File: src/rtl/assert_macros.svh
// Assertion macros shared by the lz77 window decompressor RTL.
// Define ASSERT_OFF to compile every check away.
`ifndef ASSERT_MACROS_SVH
`define ASSERT_MACROS_SVH

`ifndef ASSERT_OFF

// Property must hold at every clock edge outside reset.
`define ASSERT_CLK(label, clk, rst, prop) \
  label: assert property (@(posedge clk) disable iff (rst) (prop)) \
    else $error("assertion failed");

// Boolean condition must never be true outside reset.
`define ASSERT_NEVER(label, clk, rst, cond) \
  label: assert property (@(posedge clk) disable iff (rst) !(cond)) \
    else $error("assertion failed");

`else

`define ASSERT_CLK(label, clk, rst, prop)
`define ASSERT_NEVER(label, clk, rst, cond)

`endif

`endif

File: src/rtl/lz77wd_pkg.sv
// Shared types and constants for the lz77 window decompressor.
// No dependencies; used by the controller, the datapath and the top level.
`timescale 1ns / 1ps

package lz77wd_pkg;

  // Default sizes, handed to the top-level parameters
  localparam int unsigned DEF_WINDOW_SIZE     = 4096;
  localparam int unsigned DEF_MAX_CHUNK_BYTES = 65536;

  // Fixed field widths
  localparam int unsigned BYTE_W     = 8;
  localparam int unsigned CLEN_W     = 17;
  localparam int unsigned FLAG_IDX_W = 3;
  localparam int unsigned TOK_LEN_W  = 4;
  localparam int unsigned CNT_W      = 5;   // copy length up to 15 + bias
  localparam int unsigned TOK_LEN_BIAS = 2;

  // Compressed-side beat
  typedef struct packed {
    logic [BYTE_W-1:0] in_byte;
    logic              chunk_start;
    logic [CLEN_W-1:0] chunk_length;
  } in_beat_t;

  // Decompressed-side beat
  typedef struct packed {
    logic [BYTE_W-1:0] out_byte;
    logic              chunk_last;
  } out_beat_t;

  // Controller states: four parse states take input, three do output work
  typedef enum logic [2:0] {
    ST_IDLE,
    ST_TAG,
    ST_ITEM,
    ST_TOKHI,
    ST_LIT,
    ST_READ,
    ST_COPY
  } state_t;

  // Controller to datapath commands
  typedef struct packed {
    logic load_chunk;
    logic load_tag;
    logic load_tok_lo;
    logic load_tok_hi;
    logic load_lit;
    logic emit_lit;
    logic issue_read;
    logic emit_copy;
    logic step_flag;
  } cmd_t;

  // Datapath to controller status
  typedef struct packed {
    logic start;      // current input beat opens a chunk
    logic len_zero;   // its chunk length is zero
    logic flag_bit;   // current flag bit selects a token
    logic last_flag;  // current flag is the eighth of its tag
    logic copy_last;  // one copy byte left
    logic out_last;   // one output byte left in the chunk
    logic slot_free;  // output register can take a beat
  } status_t;

endpackage

File: src/rtl/lz77wd_ctrl.sv
// Parse and sequencing controller for the lz77 window decompressor.
// Depends on lz77wd_pkg and assert_macros.svh; drives lz77wd_dpath commands.
`timescale 1ns / 1ps
`include "assert_macros.svh"

module lz77wd_ctrl (
  input  logic                clk,
  input  logic                rst,
  input  logic                valid,
  output logic                ready,
  input  lz77wd_pkg::status_t sts,
  output lz77wd_pkg::cmd_t    cmd
);

  lz77wd_pkg::state_t state;
  lz77wd_pkg::state_t state_next;
  lz77wd_pkg::state_t flag_target;
  logic               take;

  // State register
  always_ff @(posedge clk) begin
    if (rst) begin
      state <= lz77wd_pkg::ST_IDLE;
    end else begin
      state <= state_next;
    end
  end

  // Where parsing resumes once the current item is fully emitted
  always_comb begin
    if (sts.out_last) begin
      flag_target = lz77wd_pkg::ST_IDLE;
    end else if (sts.last_flag) begin
      flag_target = lz77wd_pkg::ST_TAG;
    end else begin
      flag_target = lz77wd_pkg::ST_ITEM;
    end
  end

  // Next state and commands
  always_comb begin
    cmd        = '0;
    state_next = state;
    ready      = 1'b0;
    take       = valid && !sts.start;
    case (state)
      lz77wd_pkg::ST_IDLE: begin
        ready = 1'b1;
      end
      lz77wd_pkg::ST_TAG: begin
        ready = 1'b1;
        if (take) begin
          cmd.load_tag = 1'b1;
          state_next   = lz77wd_pkg::ST_ITEM;
        end
      end
      lz77wd_pkg::ST_ITEM: begin
        ready = 1'b1;
        if (take && sts.flag_bit) begin
          cmd.load_tok_lo = 1'b1;
          state_next      = lz77wd_pkg::ST_TOKHI;
        end else if (take) begin
          cmd.load_lit = 1'b1;
          state_next   = lz77wd_pkg::ST_LIT;
        end
      end
      lz77wd_pkg::ST_TOKHI: begin
        ready = 1'b1;
        if (take) begin
          cmd.load_tok_hi = 1'b1;
          state_next      = lz77wd_pkg::ST_READ;
        end
      end
      lz77wd_pkg::ST_LIT: begin
        if (sts.slot_free) begin
          cmd.emit_lit  = 1'b1;
          cmd.step_flag = !sts.out_last;
          state_next    = flag_target;
        end
      end
      lz77wd_pkg::ST_READ: begin
        cmd.issue_read = 1'b1;
        state_next     = lz77wd_pkg::ST_COPY;
      end
      lz77wd_pkg::ST_COPY: begin
        if (sts.slot_free) begin
          cmd.emit_copy = 1'b1;
          if (sts.copy_last) begin
            cmd.step_flag = !sts.out_last;
            state_next    = flag_target;
          end else begin
            state_next = lz77wd_pkg::ST_READ;
          end
        end
      end
      default: begin
        state_next = lz77wd_pkg::ST_IDLE;
      end
    endcase

    // A chunk start restarts parsing from any state that takes input
    if (ready && valid && sts.start) begin
      cmd            = '0;
      cmd.load_chunk = 1'b1;
      state_next     = sts.len_zero ? lz77wd_pkg::ST_IDLE : lz77wd_pkg::ST_ITEM;
    end
  end

  // Never emit into a full output register
  `ASSERT_CLK(a_emit_has_slot, clk, rst,
              (cmd.emit_lit || cmd.emit_copy) |-> sts.slot_free)

endmodule

File: config.mk
export PLATFORM = sky130hd
export DESIGN_NAME = lz77wd_ctrl
export DESIGN_NICKNAME = d
export VERILOG_FILES = /design/src/rtl/lz77wd_pkg.sv /design/src/rtl/lz77wd_ctrl.sv
export VERILOG_INCLUDE_DIRS = /design/src /design/src/rtl
export SDC_FILE = /design/constraint.sdc
export NUM_CORES = 1
export LEC_CHECK = 0
export BUFFER_PORTS_ARGS = -buffer_cell sky130_fd_sc_hd__buf_2
export CORE_AREA = 8 8 45 47
export CTS_CLUSTER_SIZE = 12
export DETAILED_ROUTE_END_ITERATION = 7
export DIE_AREA = 0 0 53 55
export GPL_TIMING_DRIVEN = 0
export HOLD_SLACK_MARGIN = 0.12
export PLACE_DENSITY = 0.65
export SLEW_MARGIN = 20
export SYNTH_ARGS = -nofsm -noshare
export SYNTH_HDL_FRONTEND = slang
export SYNTH_SLANG_ARGS = --single-unit
File: constraint.sdc
create_clock -name clk -period 3.1 [get_ports clk]
set_clock_uncertainty 0.1 [all_clocks]
set_input_delay 0.155 -clock clk [delete_from_list [all_inputs] [get_ports clk]]
set_output_delay 0.155 -clock clk [all_outputs]
set_load 0.1 [all_outputs]
== Yosys cells after proc, flatten, opt, wreduce, memory -nomap -nowiden ==
Cells that the tools add are included.
Storage, ports and cells
  input port bits: 10
  register bits: 3
  word-level logic and storage cells: 51
  output and inout bits: 10
Cells by class
  multiplexer cells: 29
  reduce and logical (&&, ||, !) cells: 9
  equal/unequal tests: 12
Operators with widths (count)
  3-bit 2-to-1 mux: 8
  3-bit one-hot mux with 7 select lines: 1
  1-bit 2-to-1 mux: 14
  3-bit != test (second input constant): 4
  3-bit == test (second input constant): 3
  9-bit 2-to-1 mux: 1
  2-bit 2-to-1 mux: 4
  3-bit by 2-bit == test with 1-bit output (second input constant): 2
  6-bit AND reduction: 1
  1-bit logical AND: 4
  4-bit != test (second input constant): 1
  4-bit OR reduction: 1
  3-bit by 1-bit == test with 1-bit output (second input constant): 1
  3-bit zero test: 1
  1-bit zero test: 2
  2-bit != test (second input constant): 1
  1-bit one-hot mux with 2 select lines: 1

== Longest topological paths before layout ==
  depth in word-level cells: 7
  mapped depth: 5
  gate-level depth less buffers: 4

== Least setup slack after synthesis ==
No wires, ideal clock.
  kind: reg-to-output
  from: reg state[2]
  to: out cmd[4] (netlist name)
  stages on the path, launching flop included: 4
  data required time: 2.845 ns
  buffers on the path: 1
  arrival: 3.646 ns
  path slack: -0.801 ns
  path through: dfxtp_1 -> buf_6 -> nor2_1 -> nor4b_1
RTL lines
  from (decl): line lz77wd_ctrl.sv:15  | lz77wd_pkg::state_t state;
  from (signal assigned): line lz77wd_ctrl.sv:23  | state <= lz77wd_pkg::ST_IDLE;
  from (signal assigned): line lz77wd_ctrl.sv:25  | state <= state_next;
  to (decl): line lz77wd_ctrl.sv:12  | output lz77wd_pkg::cmd_t cmd

==> impl_summary.txt <==
----------------------------------------------------
[Setup path]
  Crit Path Max Fanout ... 6
  RR Startpoint ... state[0]
  Setup crit end ... cmd[0]
  Critical path arrival ... 1530 ps
  Worst reg-to-reg setup slack ... 1740 ps
  FF-to-FF path depth ... 4
  Critical register-to-register path endpoint ... state[2]
  First element of the critical path ... state[2]
  Crit path kind ... reg -> out
  Max stage delay on crit path ... 440 ps
  Cell type of the slowest stage on the worst timing path ... buf_2
  Critical Path End Type ... primary output
  Category of the worst setup path launch point ... register
  Critical path data required time ... 2840 ps
  Critical path, cell by cell ... inv_1, nor2_1, nand2_1, nor3b_2, buf_2

[Power]
  Power share of the sequential group ... 29.1%
  Part of the power in combinational logic ... 21.4%
  Cell Int Power ... 97.4 uW
  Clock network fraction of design power ... 49.4%
  Areal power density over the cells ... 253 mW/mm^2
  Switching power ... 38.5 uW
  LEAKAGE ... 0.228 nW
  Maximum resistive drop on vdd ... 0.174 mV
  Switching fraction of total power ... 28.3%

[STA]
  Final hold violation count ... 0
  Max-slew headroom ... 67.7%
  Post-route clock period utilization ... 57.5%
  Worst Slack Setup Final ... 1320 ps
  RSZ-0062 raised after global routing ... false
  Max Freq ... 561 MHz
  Total setup violations reported at the end of the flow ... 0
  Setup total negative slack ... 0 ps
  Final critical delay including setup and external delays ... 1780 ps
  Slew at the pin closest to its max-slew limit ... 488 ps
  Number of slew-limit violations in the final report ... 0

[Global routing]
  Number of antenna violations at the first check in global routing ... 0
  Via count of the first global-routing pass ... 466
  Largest net degree at the start of global routing ... 11
  Overflow left after global routing ... 0
  First-pass GRT wire length ... 1930 um
  Global-route usage over all layers ... 8.68%

[CTS]
  Clock tree from TritonCTS ... yes
  CTS Sinks ... 3
  Clk buf depth ... 2
  TritonCTS buffer count ... 3
  Number of setup buffers added after CTS ... 0
  H-tree depth ... 1
  CTS clock-pin slew for the worst setup and hold paths ... 40 ps
  Source-to-sink clock delay at the later pin of the worst-skew pair ... 230 ps
  Root cell of the clock tree ... clkbuf_4

[Synthesis]
  Sequential cell area fraction in the yosys report ... 16.6%
  Fraction of post-synthesis cell area in the top cell type by area ... 16.6%
  Number of standard cells after synthesis ... 49
  Leading cell types by total area after synthesis ... dfxtp_1 17%, nor2_1 8.3%, a21oi_1 6.9%
  Cell taking the most area after synthesis ... dfxtp_1
  Mean Syn Cell Area ... 7.41 sq um
  Number of warnings reported in the yosys synthesis log ... 0
  Post-synth design cell area ... 363 sq um
  Net count after synthesis ... 59
  Post-synth cell types ... 25
  Number of flip-flops and latches in the synthesized netlist ... 3

[Die]
  Row Count ... 14
  Floorplan die area ... 0.00292 sq mm
  Starting density of the core ... 26.2%
  Ports ... 20
  Die boundary width ... 53 um
  Vertical die dimension ... 55 um
  Core footprint ... 0.00138 sq mm

[Drt]
  DR DRC count ... 0
  Average wire per cell in the routed design ... 12.5 um
  Total wire length ... 1110 um
  Starting DRT DRC Count ... 7
  Number of detailed-route iterations in the first pass ... 3
  Routed Antenna Nets ... 0
  Via total after detailed routing ... 439
  Average vias per placed instance ... 4.93

[Finish]
  Most flops, register ... state
  Flip-flop count of the largest register after layout ... 3
  Nets ... 84
  Commonest cells after routing, fill and taps aside ... 20 x buf_2, 8 x nor2_1, 5 x nand2_1, 5 x a21oi_1
  Signed area change from the synthesized netlist to the final layout ... 47.9%
  Most common cell after layout, fill and taps aside ... buf_2
  Layout cells sized above 1 ... 47.9%
  Number of filler instances in the final layout ... 164
  Registers with the highest flip-flop counts ... state x3
  Antenna Cells ... 0

[Placed design]
  Gpl congestion ... 0.862
  Detailed Place HPWL ... 890 um
  Number of buffers inserted by port buffering ... 19
  Pre-CTS setup slack ... 1550 ps

[Hold path]
  Worst hold path cell count ... 4
  Type of the worst min-delay path ... in -> reg

[Flow run]
  Maxcap violations ... 0

[Status]
  Run status ... finished, final reports clean

----------------------------------------------------
## how the worst min path moves through the flow
stage,start,end,slack [ps]
2_1_floorplan,rst,state[0],120
3_3_place_gp,rst,state[1],250
3_5_place_dp,rst,state[1],260
4_1_cts,sts[5],state[1],150
5_1_grt,sts[5],state[1],190
6_report,sts[5],state[1],160
## logic make-up after synthesis
group | after synthesis | share of synthesized area, %
AOI/OAI and AO/OA | 11 | 20.3
buffers and inverters | 5 | 8.62
DFF | 3 | 16.6
and+or+nand+nor | 30 | 54.5
## worst max-delay path, delay by kind of cell, from the launching register on
family | cells | cell delay [ps]
AND/OR/NAND/NOR | 3 | 380
buffers and inverters | 2 | 570
flip-flops | 1 | 340
## synth_stat cells
master	instances
a21oi_1	5
a2bb2oi_1	1
and3_1	1
and4b_2	1
buf_2	1
buf_4	1
buf_6	1
dfxtp_1	3
inv_1	1
inv_2	1
nand2_1	5
nand2b_1	3
nand2b_2	1
nand3_1	1
nor2_1	8
nor3_1	1
nor3b_1	3
nor3b_2	1
nor4_2	1
nor4_4	1
nor4b_1	2
o22ai_1	2
o311a_1	1
o32ai_1	2
or2b_1	1
## power by group through the flow
stage	sequential [mW]	clock (mW)	combinational, mW
floorplan	0.0401	0	0.0163
global placement	0.0401	0	0.0280
detailed placement	0.0401	0	0.0282
CTS	0.0396	0.0718	0.0292
global route	0.0396	0.0735	0.0315
finish	0.0396	0.0672	0.0291
## layout make-up
type | count | area (sq um) | share of cell area [%]
buffer | 3 | 23.8 | 4.43
clock buffer | 4 | 26.3 | 4.90
inverter | 2 | 7.51 | 1.40
multi-input combinational | 41 | 294 | 54.8
sequential | 3 | 60.1 | 11.2
tap | 16 | 20.0 | 3.73
timing repair buffer | 20 | 105 | 19.6
## what timing repair did
item	CTS	global route
hold buffers	1	0
endpoints found under the hold margin	3	0
resized for setup	0	0
## through the flow
step                      utilization, %  power, mW  hold WS [ps]  instances  cell area [sq um]
after floorplan                        -     0.0564           124         49                385
after detailed placement            36.2     0.0683           257         84                500
after global placement              36.2     0.0681           253         84                500
after CTS                           38.8      0.141           153         89                537
after global routing                38.8      0.145           186         89                537
final                               38.8      0.136           162         89                537
## metal layers
layer | vias to the layer above | routed length, um | track usage [%]
met5 | - | 0 | 0
met4 | 0 | 11 | 6.90
met3 | 2 | 88 | 2.41
met2 | 13 | 583 | 15.8
met1 | 195 | 426 | 8.04
li1 | 229 | - | -
Note: power is estimated with default switching activity, not from simulation.
